[config.mk]
export PLATFORM = sky130hd
export DESIGN_NAME = pulse_rate_slope_detector_unit
export DESIGN_NICKNAME = d
export VERILOG_FILES = /design/src/rtl/core/prsd_pkg.sv /design/src/rtl/core/prsd_front.sv /design/src/rtl/core/prsd_queue.sv /design/src/rtl/core/prsd_divider.sv /design/src/rtl/core/prsd_back.sv /design/src/rtl/core/pulse_rate_slope_detector_unit.sv
export SDC_FILE = /design/constraint.sdc
export NUM_CORES = 1
export LEC_CHECK = 0
export ABC_AREA = 1
export BUFFER_PORTS_ARGS = -buffer_cell sky130_fd_sc_hd__buf_2
export CORE_MARGIN = 2
export CORE_UTILIZATION = 30
export DETAILED_ROUTE_END_ITERATION = 8
export GPL_ROUTABILITY_DRIVEN = 0
export PLACE_DENSITY = 0.42
export SLEW_MARGIN = 20
export SYNTH_ARGS = -nofsm -noshare
export SYNTH_HDL_FRONTEND = slang
export SYNTH_SLANG_ARGS = --single-unit
[constraint.sdc]
create_clock -name clk -period 12.08 [get_ports clk]
set_input_delay 1.208 -clock clk [delete_from_list [all_inputs] [get_ports clk]]
set_output_delay 1.208 -clock clk [all_outputs]
set_load 0.01 [all_outputs]
[src/rtl/core/prsd_pkg.sv]
// shared types, constants and register codes of the pulse rate slope detector
package prsd_pkg;

    // defaults for top level parameters
    localparam int SAMPLE_BITS_DEFAULT = 12;
    localparam int QUEUE_DEPTH_DEFAULT = 4;

    // register field widths
    localparam int THRESH_W = 12;
    localparam int TPS_W    = 10;
    localparam int RATE_W   = 16;
    localparam int TICKS_W  = 16;
    localparam int SUM_W    = 32;

    // config port
    localparam int CFG_INDEX_W = 3;
    localparam int CFG_DATA_W  = 16;

    typedef enum logic [CFG_INDEX_W-1:0] {
        REG_SLOPE_THRESHOLD      = 3'd0,
        REG_TICKS_PER_SECOND     = 3'd1,
        REG_MIN_VALID_BPM        = 3'd2,
        REG_MAX_VALID_BPM        = 3'd3,
        REG_AVERAGE_WINDOW_TICKS = 3'd4
    } cfg_index_t;

    // register reset values
    localparam logic [THRESH_W-1:0] SLOPE_THRESHOLD_RST      = 12'd120;
    localparam logic [TPS_W-1:0]    TICKS_PER_SECOND_RST     = 10'd100;
    localparam logic [RATE_W-1:0]   MIN_VALID_BPM_RST        = 16'd20;
    localparam logic [RATE_W-1:0]   MAX_VALID_BPM_RST        = 16'd300;
    localparam logic [TICKS_W-1:0]  AVERAGE_WINDOW_TICKS_RST = 16'd1500;

    // rate scaling: bpm = (2*60*tps + ticks) / (2*ticks)
    localparam int SCALE_W = 7;
    localparam logic [SCALE_W-1:0] RATE_SCALE = 7'd120;
    localparam int NUM_W = 18;

    // shared divider
    localparam int DIVIDEND_W    = 32;
    localparam int DIVISOR_W     = 17;
    localparam int DIV_STEP_W    = 6;
    localparam logic [DIV_STEP_W-1:0] BPM_DIV_STEPS = 6'd18;
    localparam logic [DIV_STEP_W-1:0] AVG_DIV_STEPS = 6'd32;

    // result beat layout, lowest bit first
    localparam int OUT_LED_ON_BIT        = 0;
    localparam int OUT_BEAT_DONE_BIT     = 1;
    localparam int OUT_BPM_LSB           = 2;
    localparam int OUT_BPM_VALID_BIT     = 18;
    localparam int OUT_AVERAGE_DONE_BIT  = 19;
    localparam int OUT_AVERAGE_BPM_LSB   = 20;
    localparam int OUT_AVERAGE_EMPTY_BIT = 36;
    localparam int OUT_FIELD_BITS        = 37;
    localparam int OUT_TDATA_W           = 40;

    typedef struct packed {
        logic [THRESH_W-1:0] slope_threshold;
        logic [TPS_W-1:0]    ticks_per_second;
        logic [RATE_W-1:0]   min_valid_bpm;
        logic [RATE_W-1:0]   max_valid_bpm;
        logic [TICKS_W-1:0]  average_window_ticks;
    } cfg_t;

    // one classified tick as passed from front to back
    typedef struct packed {
        logic measuring;
    } item_t;

    typedef struct packed {
        logic                  start;
        logic [DIVIDEND_W-1:0] dividend;
        logic [DIVISOR_W-1:0]  divisor;
        logic [DIV_STEP_W-1:0] steps;
    } div_req_t;

    typedef struct packed {
        logic                  done;
        logic [DIVIDEND_W-1:0] quotient;
    } div_rsp_t;

    typedef struct packed {
        logic              average_empty;
        logic [RATE_W-1:0] average_bpm;
        logic              average_done;
        logic              bpm_valid;
        logic [RATE_W-1:0] bpm;
        logic              beat_done;
        logic              led_on;
    } result_t;

endpackage

[src/rtl/core/prsd_front.sv]
// front end: slope test on each sample and measuring flag toggle
module prsd_front #(
    parameter int SAMPLE_BITS = prsd_pkg::SAMPLE_BITS_DEFAULT
) (
    input  logic                               clk,
    input  logic                               rst_n,
    input  logic [prsd_pkg::THRESH_W-1:0]      slope_threshold,
    input  logic                               in_valid,
    output logic                               in_ready,
    input  logic [SAMPLE_BITS-1:0]             sample,
    output logic                               push,
    output prsd_pkg::item_t                    push_item,
    input  logic                               queue_full
);

    localparam int CMP_W =
        (SAMPLE_BITS > prsd_pkg::THRESH_W ? SAMPLE_BITS : prsd_pkg::THRESH_W) + 1;

    logic [SAMPLE_BITS-1:0] prev_sample_reg, prev_sample_next;
    logic                   rise_seen_reg, rise_seen_next;
    logic                   measuring_reg, measuring_next;
    logic [CMP_W-1:0]       prev_ext, smp_ext, thr_ext;
    logic                   rise, fall;

    assign in_ready = !queue_full;
    assign push     = in_valid && !queue_full;

    // slope classification against the previous sample
    always_comb
    begin
        prev_ext = CMP_W'(prev_sample_reg);
        smp_ext  = CMP_W'(sample);
        thr_ext  = CMP_W'(slope_threshold);
        rise     = (prev_ext + thr_ext) < smp_ext;
        fall     = (prev_ext > (smp_ext + thr_ext)) && rise_seen_reg;
    end

    // state update per accepted beat
    always_comb
    begin
        prev_sample_next = prev_sample_reg;
        rise_seen_next   = rise_seen_reg;
        measuring_next   = measuring_reg;
        if (push)
        begin
            prev_sample_next = sample;
            if (rise)
            begin
                rise_seen_next = 1'b1;
            end
            else if (fall)
            begin
                measuring_next = !measuring_reg;
                rise_seen_next = 1'b0;
            end
        end
        push_item.measuring = measuring_next;
    end

    always_ff @(posedge clk or negedge rst_n)
    begin
        if (!rst_n)
        begin
            prev_sample_reg <= '0;
            rise_seen_reg   <= 1'b0;
            measuring_reg   <= 1'b0;
        end
        else
        begin
            prev_sample_reg <= prev_sample_next;
            rise_seen_reg   <= rise_seen_next;
            measuring_reg   <= measuring_next;
        end
    end

endmodule

[src/rtl/core/prsd_queue.sv]
// small fifo between front end and back end
module prsd_queue #(
    parameter int DEPTH = prsd_pkg::QUEUE_DEPTH_DEFAULT
) (
    input  logic            clk,
    input  logic            rst_n,
    input  logic            push,
    input  prsd_pkg::item_t push_item,
    output logic            full,
    input  logic            pop,
    output logic            not_empty,
    output prsd_pkg::item_t pop_item
);

    localparam int PTR_W = (DEPTH > 1) ? $clog2(DEPTH) : 1;
    localparam int CNT_W = $clog2(DEPTH + 1);
    localparam logic [PTR_W-1:0] LAST_PTR = PTR_W'(DEPTH - 1);

    prsd_pkg::item_t  entries_reg [DEPTH];
    logic [PTR_W-1:0] wr_ptr_reg, wr_ptr_next;
    logic [PTR_W-1:0] rd_ptr_reg, rd_ptr_next;
    logic [CNT_W-1:0] count_reg, count_next;
    logic             do_pop;

    assign full      = (count_reg == CNT_W'(DEPTH));
    assign not_empty = (count_reg != '0);
    assign pop_item  = entries_reg[rd_ptr_reg];
    assign do_pop    = pop && not_empty;

    // pointer and fill count update
    always_comb
    begin
        wr_ptr_next = wr_ptr_reg;
        rd_ptr_next = rd_ptr_reg;
        count_next  = count_reg;
        if (push)
        begin
            wr_ptr_next = (wr_ptr_reg == LAST_PTR) ? '0 : wr_ptr_reg + 1'b1;
        end
        if (do_pop)
        begin
            rd_ptr_next = (rd_ptr_reg == LAST_PTR) ? '0 : rd_ptr_reg + 1'b1;
        end
        if (push && !do_pop)
        begin
            count_next = count_reg + 1'b1;
        end
        else if (do_pop && !push)
        begin
            count_next = count_reg - 1'b1;
        end
    end

    always_ff @(posedge clk or negedge rst_n)
    begin
        if (!rst_n)
        begin
            wr_ptr_reg <= '0;
            rd_ptr_reg <= '0;
            count_reg  <= '0;
        end
        else
        begin
            wr_ptr_reg <= wr_ptr_next;
            rd_ptr_reg <= rd_ptr_next;
            count_reg  <= count_next;
        end
    end

    // storage, no reset needed
    always_ff @(posedge clk)
    begin
        if (push)
        begin
            entries_reg[wr_ptr_reg] <= push_item;
        end
    end

endmodule

[src/rtl/core/prsd_divider.sv]
// shared restoring divider, one quotient bit per cycle
module prsd_divider (
    input  logic               clk,
    input  logic               rst_n,
    input  prsd_pkg::div_req_t req,
    output prsd_pkg::div_rsp_t rsp
);

    logic [prsd_pkg::DIVISOR_W-1:0]  rem_reg, rem_next;
    logic [prsd_pkg::DIVIDEND_W-1:0] quo_reg, quo_next;
    logic [prsd_pkg::DIVISOR_W-1:0]  div_reg, div_next;
    logic [prsd_pkg::DIV_STEP_W-1:0] cnt_reg, cnt_next;
    logic                            busy_reg, busy_next;
    logic                            done_reg, done_next;
    logic [prsd_pkg::DIVISOR_W:0]    trial;
    logic                            fits;

    assign rsp.done     = done_reg;
    assign rsp.quotient = quo_reg;

    // one shift-subtract step
    always_comb
    begin
        trial     = {rem_reg, quo_reg[prsd_pkg::DIVIDEND_W-1]};
        fits      = trial >= {1'b0, div_reg};
        rem_next  = rem_reg;
        quo_next  = quo_reg;
        div_next  = div_reg;
        cnt_next  = cnt_reg;
        busy_next = busy_reg;
        done_next = 1'b0;
        if (req.start)
        begin
            rem_next  = '0;
            quo_next  = req.dividend;
            div_next  = req.divisor;
            cnt_next  = req.steps;
            busy_next = 1'b1;
        end
        else if (busy_reg)
        begin
            rem_next = fits ? prsd_pkg::DIVISOR_W'(trial - {1'b0, div_reg})
                            : prsd_pkg::DIVISOR_W'(trial);
            quo_next = {quo_reg[prsd_pkg::DIVIDEND_W-2:0], fits};
            cnt_next = cnt_reg - 1'b1;
            if (cnt_reg == prsd_pkg::DIV_STEP_W'(1))
            begin
                busy_next = 1'b0;
                done_next = 1'b1;
            end
        end
    end

    always_ff @(posedge clk or negedge rst_n)
    begin
        if (!rst_n)
        begin
            rem_reg  <= '0;
            quo_reg  <= '0;
            div_reg  <= '0;
            cnt_reg  <= '0;
            busy_reg <= 1'b0;
            done_reg <= 1'b0;
        end
        else
        begin
            rem_reg  <= rem_next;
            quo_reg  <= quo_next;
            div_reg  <= div_next;
            cnt_reg  <= cnt_next;
            busy_reg <= busy_next;
            done_reg <= done_next;
        end
    end

endmodule

[src/rtl/core/prsd_back.sv]
// back end: period and window counters, rate and mean, result register
module prsd_back (
    input  logic               clk,
    input  logic               rst_n,
    input  prsd_pkg::cfg_t     cfg,
    input  logic               q_not_empty,
    input  prsd_pkg::item_t    q_item,
    output logic               q_pop,
    output prsd_pkg::div_req_t div_req,
    input  prsd_pkg::div_rsp_t div_rsp,
    output logic               out_valid,
    input  logic               out_ready,
    output prsd_pkg::result_t  out_result
);

    typedef enum logic [5:0] {
        ST_IDLE  = 6'b000001,
        ST_BPM   = 6'b000010,
        ST_CLOSE = 6'b000100,
        ST_AVG   = 6'b001000,
        ST_OUT   = 6'b010000,
        ST_SPARE = 6'b100000
    } back_state_t;

    localparam logic [prsd_pkg::TICKS_W-1:0] TICKS_MAX = '1;
    localparam logic [prsd_pkg::SUM_W-1:0]   SUM_MAX   = '1;
    localparam logic [prsd_pkg::RATE_W-1:0]  RATE_MAX  = '1;

    back_state_t                   state_reg, state_next;
    logic [prsd_pkg::TICKS_W-1:0]  window_reg, window_next;
    logic [prsd_pkg::TICKS_W-1:0]  period_reg, period_next;
    logic                          was_meas_reg, was_meas_next;
    logic [prsd_pkg::SUM_W-1:0]    sum_reg, sum_next;
    logic [prsd_pkg::TICKS_W-1:0]  count_reg, count_next;
    logic [prsd_pkg::RATE_W-1:0]   avg_reg, avg_next;
    prsd_pkg::result_t             res_reg, res_next;
    prsd_pkg::result_t             out_reg, out_next;
    logic                          out_valid_reg, out_valid_next;

    logic [prsd_pkg::NUM_W-1:0]    rate_num;
    logic [prsd_pkg::RATE_W-1:0]   quo_sat;
    logic [prsd_pkg::SUM_W:0]      sum_wide;

    assign q_pop      = (state_reg == ST_IDLE) && q_not_empty;
    assign out_valid  = out_valid_reg;
    assign out_result = out_reg;

    // rounding numerator and saturated quotient
    always_comb
    begin
        rate_num = prsd_pkg::NUM_W'(cfg.ticks_per_second * prsd_pkg::RATE_SCALE)
                 + prsd_pkg::NUM_W'(period_reg);
        quo_sat  = (|div_rsp.quotient[prsd_pkg::DIVIDEND_W-1:prsd_pkg::RATE_W])
                 ? RATE_MAX : div_rsp.quotient[prsd_pkg::RATE_W-1:0];
        sum_wide = {1'b0, sum_reg} + (prsd_pkg::SUM_W + 1)'(quo_sat);
    end

    // sequencer for one tick
    always_comb
    begin
        state_next     = state_reg;
        window_next    = window_reg;
        period_next    = period_reg;
        was_meas_next  = was_meas_reg;
        sum_next       = sum_reg;
        count_next     = count_reg;
        avg_next       = avg_reg;
        res_next       = res_reg;
        out_next       = out_reg;
        out_valid_next = out_valid_reg;
        div_req        = '0;

        // result slot drains
        if (out_valid_reg && out_ready)
        begin
            out_valid_next = 1'b0;
        end

        case (state_reg)
            ST_IDLE:
            begin
                if (q_not_empty)
                begin
                    window_next = (window_reg == TICKS_MAX) ? window_reg
                                                            : window_reg + 1'b1;
                    res_next        = '0;
                    res_next.led_on = q_item.measuring;
                    if (q_item.measuring)
                    begin
                        was_meas_next = 1'b1;
                        period_next   = (period_reg == TICKS_MAX) ? period_reg
                                                                  : period_reg + 1'b1;
                        state_next    = ST_CLOSE;
                    end
                    else if (was_meas_reg)
                    begin
                        div_req.start    = 1'b1;
                        div_req.dividend = {rate_num,
                            (prsd_pkg::DIVIDEND_W - prsd_pkg::NUM_W)'(0)};
                        div_req.divisor  = {period_reg, 1'b0};
                        div_req.steps    = prsd_pkg::BPM_DIV_STEPS;
                        state_next       = ST_BPM;
                    end
                    else
                    begin
                        state_next = ST_CLOSE;
                    end
                end
            end
            ST_BPM:
            begin
                if (div_rsp.done)
                begin
                    res_next.bpm       = quo_sat;
                    res_next.beat_done = 1'b1;
                    res_next.bpm_valid = (quo_sat >= cfg.min_valid_bpm)
                                      && (quo_sat <= cfg.max_valid_bpm);
                    sum_next      = sum_wide[prsd_pkg::SUM_W] ? SUM_MAX
                                  : sum_wide[prsd_pkg::SUM_W-1:0];
                    count_next    = (count_reg == TICKS_MAX) ? count_reg
                                                             : count_reg + 1'b1;
                    was_meas_next = 1'b0;
                    period_next   = '0;
                    state_next    = ST_CLOSE;
                end
            end
            ST_CLOSE:
            begin
                if ((window_reg > cfg.average_window_ticks) || (window_reg == TICKS_MAX))
                begin
                    res_next.average_done = 1'b1;
                    window_next           = '0;
                    if (count_reg == '0)
                    begin
                        avg_next               = '0;
                        res_next.average_empty = 1'b1;
                        sum_next               = '0;
                        state_next             = ST_OUT;
                    end
                    else
                    begin
                        div_req.start    = 1'b1;
                        div_req.dividend = sum_reg;
                        div_req.divisor  = prsd_pkg::DIVISOR_W'(count_reg);
                        div_req.steps    = prsd_pkg::AVG_DIV_STEPS;
                        state_next       = ST_AVG;
                    end
                end
                else
                begin
                    state_next = ST_OUT;
                end
            end
            ST_AVG:
            begin
                if (div_rsp.done)
                begin
                    avg_next   = quo_sat;
                    sum_next   = '0;
                    count_next = '0;
                    state_next = ST_OUT;
                end
            end
            ST_OUT:
            begin
                if (!out_valid_reg || out_ready)
                begin
                    out_next             = res_reg;
                    out_next.average_bpm = avg_reg;
                    out_valid_next       = 1'b1;
                    state_next           = ST_IDLE;
                end
            end
            default:
            begin
                state_next = ST_IDLE;
            end
        endcase
    end

    always_ff @(posedge clk or negedge rst_n)
    begin
        if (!rst_n)
        begin
            state_reg     <= ST_IDLE;
            window_reg    <= '0;
            period_reg    <= '0;
            was_meas_reg  <= 1'b0;
            sum_reg       <= '0;
            count_reg     <= '0;
            avg_reg       <= '0;
            res_reg       <= '0;
            out_reg       <= '0;
            out_valid_reg <= 1'b0;
        end
        else
        begin
            state_reg     <= state_next;
            window_reg    <= window_next;
            period_reg    <= period_next;
            was_meas_reg  <= was_meas_next;
            sum_reg       <= sum_next;
            count_reg     <= count_next;
            avg_reg       <= avg_next;
            res_reg       <= res_next;
            out_reg       <= out_next;
            out_valid_reg <= out_valid_next;
        end
    end

endmodule

[src/rtl/core/pulse_rate_slope_detector_unit.sv]
// top level of the pulse rate slope detector
//
//   channel  dir  beat contents
//   s_*      in   one sensor sample per tick
//   m_*      out  one result per tick
//   cfg_*    in   register index and write data
//
// front end takes one sample per cycle into a small fifo while it has room
// back end steps a plain tick through its idle, close and out states, and adds
// an 18-step rate division when a beat closes and a 32-step mean division when
// a window with beats closes; both divisions run on the shared divider
// m_tvalid holds with its data until m_tready; back end works on, then waits to hand over
// all control state clears on rst_n low; cfg_ready is always high
module pulse_rate_slope_detector_unit #(
    parameter int  SAMPLE_BITS = prsd_pkg::SAMPLE_BITS_DEFAULT,
    parameter int  QUEUE_DEPTH = prsd_pkg::QUEUE_DEPTH_DEFAULT,
    localparam int IN_TDATA_W  = ((SAMPLE_BITS + 7) / 8) * 8
) (
    input  logic                              clk,
    input  logic                              rst_n,
    // sample [SAMPLE_BITS-1:0], zero fill above
    input  logic [IN_TDATA_W-1:0]             s_tdata,
    input  logic                              s_tvalid,
    output logic                              s_tready,
    // led_on, beat_done, bpm[15:0], bpm_valid, average_done,
    // average_bpm[15:0], average_empty, zero fill above
    output logic [prsd_pkg::OUT_TDATA_W-1:0]  m_tdata,
    output logic                              m_tvalid,
    input  logic                              m_tready,
    input  logic                              cfg_valid,
    output logic                              cfg_ready,
    input  logic [prsd_pkg::CFG_INDEX_W-1:0]  cfg_index,
    input  logic [prsd_pkg::CFG_DATA_W-1:0]   cfg_data
);

    prsd_pkg::cfg_t     cfg_reg, cfg_next;
    logic               push, queue_full, q_pop, q_not_empty;
    prsd_pkg::item_t    push_item, pop_item;
    prsd_pkg::div_req_t div_req;
    prsd_pkg::div_rsp_t div_rsp;
    prsd_pkg::result_t  result;

    assign cfg_ready = 1'b1;

    // register writes, unknown index ignored
    always_comb
    begin
        cfg_next = cfg_reg;
        if (cfg_valid)
        begin
            case (prsd_pkg::cfg_index_t'(cfg_index))
                prsd_pkg::REG_SLOPE_THRESHOLD:
                    cfg_next.slope_threshold = cfg_data[prsd_pkg::THRESH_W-1:0];
                prsd_pkg::REG_TICKS_PER_SECOND:
                    cfg_next.ticks_per_second = cfg_data[prsd_pkg::TPS_W-1:0];
                prsd_pkg::REG_MIN_VALID_BPM:
                    cfg_next.min_valid_bpm = cfg_data;
                prsd_pkg::REG_MAX_VALID_BPM:
                    cfg_next.max_valid_bpm = cfg_data;
                prsd_pkg::REG_AVERAGE_WINDOW_TICKS:
                    cfg_next.average_window_ticks = cfg_data;
                default:
                    cfg_next = cfg_reg;
            endcase
        end
    end

    always_ff @(posedge clk or negedge rst_n)
    begin
        if (!rst_n)
        begin
            cfg_reg.slope_threshold      <= prsd_pkg::SLOPE_THRESHOLD_RST;
            cfg_reg.ticks_per_second     <= prsd_pkg::TICKS_PER_SECOND_RST;
            cfg_reg.min_valid_bpm        <= prsd_pkg::MIN_VALID_BPM_RST;
            cfg_reg.max_valid_bpm        <= prsd_pkg::MAX_VALID_BPM_RST;
            cfg_reg.average_window_ticks <= prsd_pkg::AVERAGE_WINDOW_TICKS_RST;
        end
        else
        begin
            cfg_reg <= cfg_next;
        end
    end

    // slope classification
    prsd_front #(
        .SAMPLE_BITS (SAMPLE_BITS)
    ) u_front (
        .clk             (clk),
        .rst_n           (rst_n),
        .slope_threshold (cfg_reg.slope_threshold),
        .in_valid        (s_tvalid),
        .in_ready        (s_tready),
        .sample          (s_tdata[SAMPLE_BITS-1:0]),
        .push            (push),
        .push_item       (push_item),
        .queue_full      (queue_full)
    );

    // decoupling fifo
    prsd_queue #(
        .DEPTH (QUEUE_DEPTH)
    ) u_queue (
        .clk       (clk),
        .rst_n     (rst_n),
        .push      (push),
        .push_item (push_item),
        .full      (queue_full),
        .pop       (q_pop),
        .not_empty (q_not_empty),
        .pop_item  (pop_item)
    );

    // counters, rate and mean
    prsd_back u_back (
        .clk         (clk),
        .rst_n       (rst_n),
        .cfg         (cfg_reg),
        .q_not_empty (q_not_empty),
        .q_item      (pop_item),
        .q_pop       (q_pop),
        .div_req     (div_req),
        .div_rsp     (div_rsp),
        .out_valid   (m_tvalid),
        .out_ready   (m_tready),
        .out_result  (result)
    );

    // shared divider
    prsd_divider u_divider (
        .clk   (clk),
        .rst_n (rst_n),
        .req   (div_req),
        .rsp   (div_rsp)
    );

    // result packing
    assign m_tdata = {(prsd_pkg::OUT_TDATA_W - prsd_pkg::OUT_FIELD_BITS)'(0), result};

endmodule

==> flow_summary.html, run 1 <==
<table>
<tr><th>Metric</th><th>Value</th></tr>
<tr><th colspan="2">CTS</th></tr>
<tr><td>Cts-stage hold buffer count</td><td>0</td></tr>
<tr><td>Maximum root-to-sink buffer count</td><td>3</td></tr>
<tr><td>Post-CTS setup buffer count</td><td>0</td></tr>
<tr><td>Clock transition time at the flip-flop clock pins of the worst setup and hold paths</td><td>about 0.060 ns</td></tr>
<tr><td>Number of cells upsized or downsized after cts</td><td>0</td></tr>
<tr><td>H-tree depth</td><td>2</td></tr>
<tr><td>Sinks on the clock net</td><td>330</td></tr>
<tr><td>Later-pin clock latency in the skew report</td><td>~0.57 ns</td></tr>
<tr><td>CTS Root Buffer Type</td><td>sky130_fd_sc_hd__clkbuf_16</td></tr>
<tr><td>Clock tree from TritonCTS</td><td>built</td></tr>
<tr><td>Number of CTS-inserted buffers</td><td>between 40 and 50</td></tr>
<tr><th colspan="2">Logic synthesis</th></tr>
<tr><td>FF+latch count, synth</td><td>330</td></tr>
<tr><td>Cell types with the highest counts after synthesis</td><td>sky130_fd_sc_hd__nand2_1 (774), sky130_fd_sc_hd__inv_1 (357), sky130_fd_sc_hd__dfrtp_1 (305), sky130_fd_sc_hd__nand3_1 (267), sky130_fd_sc_hd__o21ai_0 (203)</td></tr>
<tr><td>Main flop type after synthesis</td><td>sky130_fd_sc_hd__dfrtp_1</td></tr>
<tr><td>Average size of a mapped cell</td><td>~7.6 sq um</td></tr>
<tr><td>Share of synthesized registers carrying an async set or reset</td><td>a little over nine tenths</td></tr>
<tr><td>Number of enable-type register cells in the synthesized netlist</td><td>4</td></tr>
<tr><td>Synthesis Warnings</td><td>0</td></tr>
<tr><td>Fraction of synthesized cell area taken by the top area cell type</td><td>about a third</td></tr>
<tr><td>Post-Syn Area</td><td>around 22,000 sq um</td></tr>
<tr><td>Synth top area cells</td><td>sky130_fd_sc_hd__dfrtp_1 (34%), sky130_fd_sc_hd__nand2_1 (13%), sky130_fd_sc_hd__ha_1 (9.5%)</td></tr>
<tr><td>Cells after Synth</td><td>between 2,000 and 3,000</td></tr>
<tr><td>Most common cell in the netlist</td><td>sky130_fd_sc_hd__nand2_1</td></tr>
<tr><td>Post-synthesis sequential area ratio</td><td>37.3%</td></tr>
<tr><td>Cell accounting for the most synthesized area</td><td>sky130_fd_sc_hd__dfrtp_1</td></tr>
<tr><td>Number of unique standard cell types used by synthesis</td><td>58</td></tr>
<tr><th colspan="2">Power and ir drop</th></tr>
<tr><td>Max IR drop VDD</td><td>just over 0.1 mV</td></tr>
<tr><td>Power density over cell area</td><td>around 240 nW/um^2</td></tr>
<tr><td>P_leak</td><td>0.0125 uW</td></tr>
<tr><th colspan="2">Placed design</th></tr>
<tr><td>Number of I/O port buffers</td><td>74</td></tr>
<tr><td>Cell total after placement</td><td>between 3,000 and 4,000</td></tr>
<tr><td>HPWL after detailed placement</td><td>49.6 mm</td></tr>
<tr><th colspan="2">Detailed routing</th></tr>
<tr><td>Number of vias per cell after detailed routing</td><td>between 4 and 5</td></tr>
<tr><td>Initial DRC Count</td><td>roughly 1,300</td></tr>
<tr><td>Remaining antenna violation count after routing</td><td>0</td></tr>
<tr><td>Wire length reported by the detailed router</td><td>approximately 67 mm</td></tr>
<tr><td>DRC violations left</td><td>0</td></tr>
<tr><td>Via count</td><td>19,459</td></tr>
<tr><td>Wire length per cell after detailed routing</td><td>~17 um</td></tr>
<tr><td>First-pass iteration count of the detailed router</td><td>5</td></tr>
<tr><th colspan="2">Timing</th></tr>
<tr><td>Max Slew Vio Count</td><td>0</td></tr>
<tr><td>Max frequency</td><td>between 200 and 250 MHz</td></tr>
<tr><td>Worst hold margin</td><td>between 0.4 and 0.5 ns</td></tr>
<tr><td>Share of the clock period used by the worst path</td><td>roughly two fifths</td></tr>
<tr><td>Period minus WS final</td><td>between 4 and 5 ns</td></tr>
<tr><td>Unrepaired setup endpoints after global routing</td><td>no</td></tr>
<tr><td>Worst slew margin</td><td>a little under two fifths</td></tr>
<tr><td>Pin slew with the least headroom to its limit</td><td>roughly 0.93 ns</td></tr>
<tr><td>Final hold violation count</td><td>0</td></tr>
<tr><td>Final TNS setup</td><td>0 ns</td></tr>
<tr><td>Largest clock skew in the final design</td><td>about 0.039 ns</td></tr>
<tr><td>Setup violators final</td><td>0</td></tr>
<tr><th colspan="2">Worst setup path</th></tr>
<tr><td>Crit end category</td><td>flip-flop</td></tr>
<tr><td>Data arrival, critical path</td><td>approximately 5.3 ns</td></tr>
<tr><td>Critical setup path kind</td><td>flip-flop to flip-flop</td></tr>
<tr><td>Required time reported for the critical path endpoint</td><td>12.51 ns</td></tr>
<tr><td>Launching element type of the critical path</td><td>flip-flop</td></tr>
<tr><td>Maximum net fanout on the critical path</td><td>32</td></tr>
<tr><th colspan="2">Floorplanning</th></tr>
<tr><td>Chip width</td><td>between 200 and 300 um</td></tr>
<tr><td>Number of placed I/O pins</td><td>83</td></tr>
<tr><td>Core Box Area</td><td>73,200 sq um</td></tr>
<tr><td>Initial cell density of the core</td><td>just over 30%</td></tr>
<tr><td>Placement row count</td><td>between 90 and 100</td></tr>
<tr><td>Die Height</td><td>277 um</td></tr>
<tr><td>Full die area</td><td>around 76,000 sq um</td></tr>
<tr><th colspan="2">Finish</th></tr>
<tr><td>Flip-flop count of the largest register after layout</td><td>70</td></tr>
<tr><td>Count of placed standard cells in the final layout, fillers left out</td><td>3,945</td></tr>
<tr><td>Filler instances</td><td>between 7,000 and 8,000</td></tr>
<tr><td>Fraction of final layout cells sized beyond drive strength 1</td><td>between 9 and 10%</td></tr>
<tr><td>Utilization after layout</td><td>about a third</td></tr>
<tr><td>Net total in the final layout</td><td>3,188</td></tr>
<tr><td>Growth of design area from synthesis to finish</td><td>11.9%</td></tr>
<tr><th colspan="2">GRT</th></tr>
<tr><td>Total GRT Usage</td><td>17.4%</td></tr>
<tr><td>Pin count of the biggest net entering global routing</td><td>78</td></tr>
<tr><td>Global-route wire length before repair</td><td>107 mm</td></tr>
<tr><td>Vias in the first global route</td><td>between 15,000 and 20,000</td></tr>
<tr><td>Antenna violations before repair</td><td>4</td></tr>
<tr><td>Final global-route overflow total</td><td>0</td></tr>
<tr><th colspan="2">Outcome</th></tr>
<tr><td>Result of the run</td><td>complete, no violations</td></tr>
<tr><th colspan="2">Run</th></tr>
<tr><td>Max-cap violation count</td><td>0</td></tr>
<tr><th colspan="2">Min path</th></tr>
<tr><td>Classification of the worst-slack hold path</td><td>flip-flop to flip-flop</td></tr>
</table>
## per-stage QoR
step,instance area (sq um),power (uW),setup WS (ns)
floorplan,22300,3860,8.08
global placement,23400,4590,7.27
detailed placement,23400,4620,7.24
CTS,24900,6020,7.19
global route,24900,6540,6.75
finish,24900,5940,7.20
## power by group
part / total (uW) / internal (uW) / leakage [uW] / switching, uW
logic: 3010 / 1030 / 0.00752 / 1980
clock network: 1350 / 829 / 0.000716 / 518
registers: 1580 / 1370 / 0.00429 / 209
total: 5940 / 3230 / 0.0125 / 2700
## routing by layer
layer / global-route usage [%] / wire length, um
met1: 25.1 / 33100
met2: 27.6 / 29400
met3: 2.31 / 2860
met4: 4.37 / 1410
met5: 0 / 0
## critical path: stages, from the launching register on
cell                      delay, ns
sky130_fd_sc_hd__dfrtp_1       0.39
sky130_fd_sc_hd__nor4_1        0.41
sky130_fd_sc_hd__nand4_1       0.65
sky130_fd_sc_hd__nor2_1        0.65
sky130_fd_sc_hd__inv_1         0.13
sky130_fd_sc_hd__ha_1          0.26
sky130_fd_sc_hd__fa_1          0.40
sky130_fd_sc_hd__nand2_1       0.09
sky130_fd_sc_hd__nand2_1       0.07
sky130_fd_sc_hd__nand3_1       0.07
sky130_fd_sc_hd__nand2_1       0.13
sky130_fd_sc_hd__nand2_1       0.09
sky130_fd_sc_hd__nand2_1       0.13
sky130_fd_sc_hd__nand2_1       0.13
sky130_fd_sc_hd__nand2_2       0.15
sky130_fd_sc_hd__nand3_2       0.54
sky130_fd_sc_hd__o21ai_0       0.27
sky130_fd_sc_hd__nand2_1       0.12
sky130_fd_sc_hd__nand2_1       0.05
## placed cells by master, fill, tap and decap left out, drive strengths merged, types with 3 or more instances in the layout
master,synthesis,routed
nand3b,29,29
nor2,153,153
o2111ai,4,4
inv,369,371
edfxtp,4,4
nor3,28,28
or2,25,25
xnor2,23,23
ha,170,170
o21ai,228,228
nor4,15,15
mux2,17,17
a21oi,125,125
xor2,52,52
nand3,272,272
a31oi,4,4
buf,60,89
a21o,6,6
bufinv,0,6
dfrtp,305,305
dfstp,21,21
a31o,4,4
a21boi,4,4
nand2,785,785
conb,2,4
clkinv,2,9
o211ai,3,3
clkbuf,40,57
o31ai,17,17
nand4,118,118
fa,23,23
## cells by family after synthesis
family / count (synthesis) / share of synthesized area (%)
compound gates: 401 / 9.63
flops: 330 / 37.3
fa+ha+maj: 193 / 11.6
other cells: 2 / 0.0337
simple gates: 1430 / 29.0
xor+xnor: 75 / 2.95
buf+inv: 471 / 8.71
mux: 17 / 0.859
## layout make-up
type | count | area [sq um] | share of cell area, %
diodes | 2 | 5.00 | 0.0201
repair buffers | 89 | 493 | 1.98
clock buffers | 57 | 1210 | 4.85
multi-input cells | 2120 | 12100 | 48.4
well taps | 959 | 1200 | 4.81
clock inverters | 17 | 255 | 1.02
inverters | 371 | 1390 | 5.59
flip-flops and latches | 330 | 8310 | 33.3
## worst paths after layout
check | startpoint | to | slack [ns] | cells past startpoint
max | u_divider.quo_reg[29] | u_back.sum_reg[15] | 7.20 | 18
min | u_back.avg_reg[2] | u_back.avg_reg[2] | 0.47 | 2
max reg2reg | u_divider.quo_reg[29] | u_back.sum_reg[15] | 7.20 | 18
min reg2reg | u_back.avg_reg[2] | u_back.avg_reg[2] | 0.47 | 2
max in group asynchronous | rst_n | u_divider.busy_reg | 9.26 | 3
min in group asynchronous | rst_n | u_back.window_reg[2] | 0.62 | 1
(Power assumes the default switching activity.)
==> inputs of run 2 (changes only) <==
--- a/config.mk
+++ b/config.mk
@@ -11,7 +11,7 @@
 export CORE_UTILIZATION = 30
 export DETAILED_ROUTE_END_ITERATION = 8
 export GPL_ROUTABILITY_DRIVEN = 0
-export PLACE_DENSITY = 0.42
+export PLACE_DENSITY = 0.43
 export SLEW_MARGIN = 20
 export SYNTH_ARGS = -nofsm -noshare
 export SYNTH_HDL_FRONTEND = slang
==> constraint.sdc (replaced) <==
create_clock -name clk -period 4.4 [get_ports clk]
set_input_delay 0.44 -clock clk [delete_from_list [all_inputs] [get_ports clk]]
set_output_delay 0.44 -clock clk [all_outputs]
set_load 0.01 [all_outputs]
==> flow_summary.html, run 2 (synthesis results as in run 1) <==
<table>
<tr><th>Metric</th><th>Value</th></tr>
<tr><th colspan="2">Outcome</th></tr>
<tr><td>Result of the run</td><td>complete, no violations (unchanged)</td></tr>
<tr><th colspan="2">Power and ir drop</th></tr>
<tr><td>Power density over cell area</td><td>660 nW/um^2 (was 238 nW/um^2)</td></tr>
<tr><td>Max IR drop VDD</td><td>0.299 mV (was 0.102 mV)</td></tr>
<tr><td>P_leak</td><td>0.0127 uW (was 0.0125 uW)</td></tr>
<tr><th colspan="2">Timing</th></tr>
<tr><td>Final TNS setup</td><td>0 ns (unchanged)</td></tr>
<tr><td>Pin slew with the least headroom to its limit</td><td>0.921 ns (was 0.932 ns)</td></tr>
<tr><td>Worst hold margin</td><td>0.121 ns (was 0.467 ns)</td></tr>
<tr><td>Period minus WS final</td><td>4.09 ns (was 4.88 ns)</td></tr>
<tr><td>Final hold violation count</td><td>0 (unchanged)</td></tr>
<tr><td>Share of the clock period used by the worst path</td><td>92.9% (was 40.4%)</td></tr>
<tr><td>Max frequency</td><td>245 MHz (was 205 MHz)</td></tr>
<tr><td>Largest clock skew in the final design</td><td>0.0226 ns (was 0.0388 ns)</td></tr>
<tr><td>Worst slew margin</td><td>38.4% (was 37.7%)</td></tr>
<tr><td>Max Slew Vio Count</td><td>0 (unchanged)</td></tr>
<tr><td>Setup violators final</td><td>0 (unchanged)</td></tr>
<tr><th colspan="2">Detailed routing</th></tr>
<tr><td>Wire length per cell after detailed routing</td><td>17.1 um (was 16.9 um)</td></tr>
<tr><td>Wire length reported by the detailed router</td><td>67.8 mm (was 66.7 mm)</td></tr>
<tr><td>Number of vias per cell after detailed routing</td><td>4.92 (was 4.93)</td></tr>
<tr><td>Initial DRC Count</td><td>1,441 (was 1,330)</td></tr>
<tr><td>First-pass iteration count of the detailed router</td><td>5 (unchanged)</td></tr>
<tr><td>Remaining antenna violation count after routing</td><td>0 (unchanged)</td></tr>
<tr><td>DRC violations left</td><td>0 (unchanged)</td></tr>
<tr><td>Via count</td><td>19,545 (was 19,459)</td></tr>
<tr><th colspan="2">Floorplanning</th></tr>
<tr><td>Chip width</td><td>277 um (unchanged)</td></tr>
<tr><td>Full die area</td><td>76,500 sq um (unchanged)</td></tr>
<tr><td>Number of placed I/O pins</td><td>83 (unchanged)</td></tr>
<tr><td>Die Height</td><td>277 um (unchanged)</td></tr>
<tr><td>Initial cell density of the core</td><td>30.4% (unchanged)</td></tr>
<tr><td>Core Box Area</td><td>73,200 sq um (unchanged)</td></tr>
<tr><td>Placement row count</td><td>99 (unchanged)</td></tr>
<tr><th colspan="2">GRT</th></tr>
<tr><td>Final global-route overflow total</td><td>0 (unchanged)</td></tr>
<tr><td>Pin count of the biggest net entering global routing</td><td>93 (was 78)</td></tr>
<tr><td>Total GRT Usage</td><td>17.8% (was 17.4%)</td></tr>
<tr><td>Antenna violations before repair</td><td>5 (was 4)</td></tr>
<tr><td>Global-route wire length before repair</td><td>110 mm (was 107 mm)</td></tr>
<tr><td>Vias in the first global route</td><td>19,280 (was 18,994)</td></tr>
<tr><th colspan="2">CTS</th></tr>
<tr><td>Later-pin clock latency in the skew report</td><td>0.59 ns (was 0.57 ns)</td></tr>
<tr><td>Number of CTS-inserted buffers</td><td>41 (was 43)</td></tr>
<tr><td>Clock tree from TritonCTS</td><td>built (unchanged)</td></tr>
<tr><td>H-tree depth</td><td>2 (unchanged)</td></tr>
<tr><td>Maximum root-to-sink buffer count</td><td>3 (unchanged)</td></tr>
<tr><td>Sinks on the clock net</td><td>330 (unchanged)</td></tr>
<tr><td>Clock transition time at the flip-flop clock pins of the worst setup and hold paths</td><td>0.06 ns (about the same)</td></tr>
<tr><td>CTS Root Buffer Type</td><td>sky130_fd_sc_hd__clkbuf_16 (unchanged)</td></tr>
<tr><th colspan="2">Min path</th></tr>
<tr><td>Classification of the worst-slack hold path</td><td>primary input to flip-flop (was flip-flop to flip-flop)</td></tr>
<tr><td>Depth of the worst hold-timing path</td><td>3 (was 2)</td></tr>
<tr><td>Worst Hold Launch</td><td>s_tdata[0] (was u_back.avg_reg[2])</td></tr>
<tr><td>Worst min-delay path endpoint</td><td>u_front.prev_sample_reg[0] (was u_back.avg_reg[2])</td></tr>
<tr><th colspan="2">Worst setup path</th></tr>
<tr><td>Required time reported for the critical path endpoint</td><td>4.86 ns (was 12.51 ns)</td></tr>
<tr><td>R2R depth</td><td>22 (was 18)</td></tr>
<tr><td>Maximum net fanout on the critical path</td><td>4 (was 32)</td></tr>
<tr><td>Capture instance of the worst register-to-register path</td><td>u_divider.quo_reg[30] (was u_back.sum_reg[15])</td></tr>
<tr><td>Data arrival, critical path</td><td>4.54 ns (was 5.31 ns)</td></tr>
<tr><td>Reg-to-reg setup timing slack</td><td>0.31 ns (was 7.20 ns)</td></tr>
<tr><td>Launching element type of the critical path</td><td>flip-flop (unchanged)</td></tr>
<tr><td>Source of the worst register-to-register timing path</td><td>cfg_reg[53] (was u_divider.quo_reg[29])</td></tr>
<tr><td>Crit end category</td><td>flip-flop (unchanged)</td></tr>
<tr><td>Critical setup path kind</td><td>flip-flop to flip-flop (unchanged)</td></tr>
<tr><td>Worst setup path start</td><td>cfg_reg[53] (was u_divider.quo_reg[29])</td></tr>
<tr><th colspan="2">Finish</th></tr>
<tr><td>Design Area, Final</td><td>25,300 sq um (was 24,900 sq um)</td></tr>
<tr><td>Commonest non-fill, non-tap cells in the layout</td><td>sky130_fd_sc_hd__nand2_1 (770), sky130_fd_sc_hd__inv_1 (355), sky130_fd_sc_hd__dfrtp_1 (304), sky130_fd_sc_hd__nand3_1 (262), sky130_fd_sc_hd__o21ai_0 (200) (was sky130_fd_sc_hd__nand2_1 (773), sky130_fd_sc_hd__inv_1 (357), sky130_fd_sc_hd__dfrtp_1 (304), sky130_fd_sc_hd__nand3_1 (265), sky130_fd_sc_hd__o21ai_0 (203))</td></tr>
<tr><td>Net total in the final layout</td><td>3,209 (was 3,188)</td></tr>
<tr><td>Most common cell after layout, fill and taps aside</td><td>sky130_fd_sc_hd__nand2_1 (unchanged)</td></tr>
<tr><td>Fraction of final layout cells sized beyond drive strength 1</td><td>10.7% (was 9.15%)</td></tr>
<tr><td>Flip-flop count of the largest register after layout</td><td>70 (unchanged)</td></tr>
<tr><td>Growth of design area from synthesis to finish</td><td>13.4% (was 11.9%)</td></tr>
<tr><td>Utilization after layout</td><td>34.5% (was 34.1%)</td></tr>
<tr><th colspan="2">Placed design</th></tr>
<tr><td>Number of I/O port buffers</td><td>74 (unchanged)</td></tr>
<tr><td>DP Area</td><td>23,600 sq um (was 23,400 sq um)</td></tr>
<tr><td>HPWL after detailed placement</td><td>50.4 mm (was 49.6 mm)</td></tr>
<tr><th colspan="2">Run</th></tr>
<tr><td>Max-cap violation count</td><td>0 (unchanged)</td></tr>
</table>
==> run 2: cell type report <==
cell class	count	area (sq um)
inverter	371	1400
clock buffer	54	1140
clock inverter	22	304
tap	959	1200
sequential	330	8310
multi-input combinational	2120	12200
fill	7720	47900
antenna	3	7.51
timing repair buffer	112	731
==> run 2: worst max path at each step <==
stage               cells past startpoint  slack [ns]                    end
floorplan                              22        0.40  u_divider.quo_reg[30]
global placement                       22        0.11  u_divider.quo_reg[30]
detailed placement                     22        0.15  u_divider.quo_reg[30]
CTS                                    22        0.13  u_divider.quo_reg[30]
global route                           24       -0.03  u_divider.quo_reg[30]
finish                                 22        0.31  u_divider.quo_reg[30]
==> run 2: through the flow <==
stage / instances / setup slack [ns] / total power (uW)
after global placement: 3887 / 0.113 / 12700
final: 3971 / 0.314 / 16700
after detailed placement: 3887 / 0.145 / 12800
after floorplan: 2921 / 0.398 / 10600
after global routing: 3968 / -0.0297 / 18300
after CTS: 3964 / 0.128 / 16600
==> run 2: per-layer routing <==
metal / up-vias / global-route usage, % / wire, um
met5: - / 0 / 13
met4: 2 / 5.11 / 1670
met3: 86 / 2.48 / 2870
met2: 394 / 28.0 / 29900
met1: 9294 / 25.5 / 33400
li1: 9769 / - / -
==> run 2: critical path: stages (launching register included) <==
cell and delay [ns]:
sky130_fd_sc_hd__dfstp_2 0.55, sky130_fd_sc_hd__clkinvlp_4 0.13, sky130_fd_sc_hd__fa_1 0.47, sky130_fd_sc_hd__fa_1 0.52
sky130_fd_sc_hd__inv_1 0.06, sky130_fd_sc_hd__ha_4 0.27, sky130_fd_sc_hd__nand2_1 0.08, sky130_fd_sc_hd__nor3_2 0.23
sky130_fd_sc_hd__a21oi_2 0.10, sky130_fd_sc_hd__o21ai_1 0.15, sky130_fd_sc_hd__xnor2_1 0.14, sky130_fd_sc_hd__inv_1 0.06
sky130_fd_sc_hd__ha_1 0.33, sky130_fd_sc_hd__nand2_1 0.10, sky130_fd_sc_hd__nor2_2 0.11, sky130_fd_sc_hd__inv_1 0.05
sky130_fd_sc_hd__o21bai_1 0.16, sky130_fd_sc_hd__inv_1 0.06, sky130_fd_sc_hd__nand2_1 0.06, sky130_fd_sc_hd__nand2_1 0.05
sky130_fd_sc_hd__nand3_1 0.08, sky130_fd_sc_hd__nand2_1 0.06, sky130_fd_sc_hd__nand3b_1 0.14
==> run 2: repair_timing <==
| item | 4_1_cts | 5_1_grt |
|---|---|---|
| setup endpoints to repair | 0 | 7 |
| gates resized for setup | 0 | 28 |
| buffers inserted | 0 | 4 |
| hold buffers | 1 | 0 |
| endpoints found under the hold margin | 79 | 0 |
==> run 2: report_power, final <==
group / internal [uW] / switching (uW) / total (uW)
Combinational: 3100 / 5570 / 8670
Clock: 2210 / 1480 / 3680
Sequential: 3770 / 565 / 4340
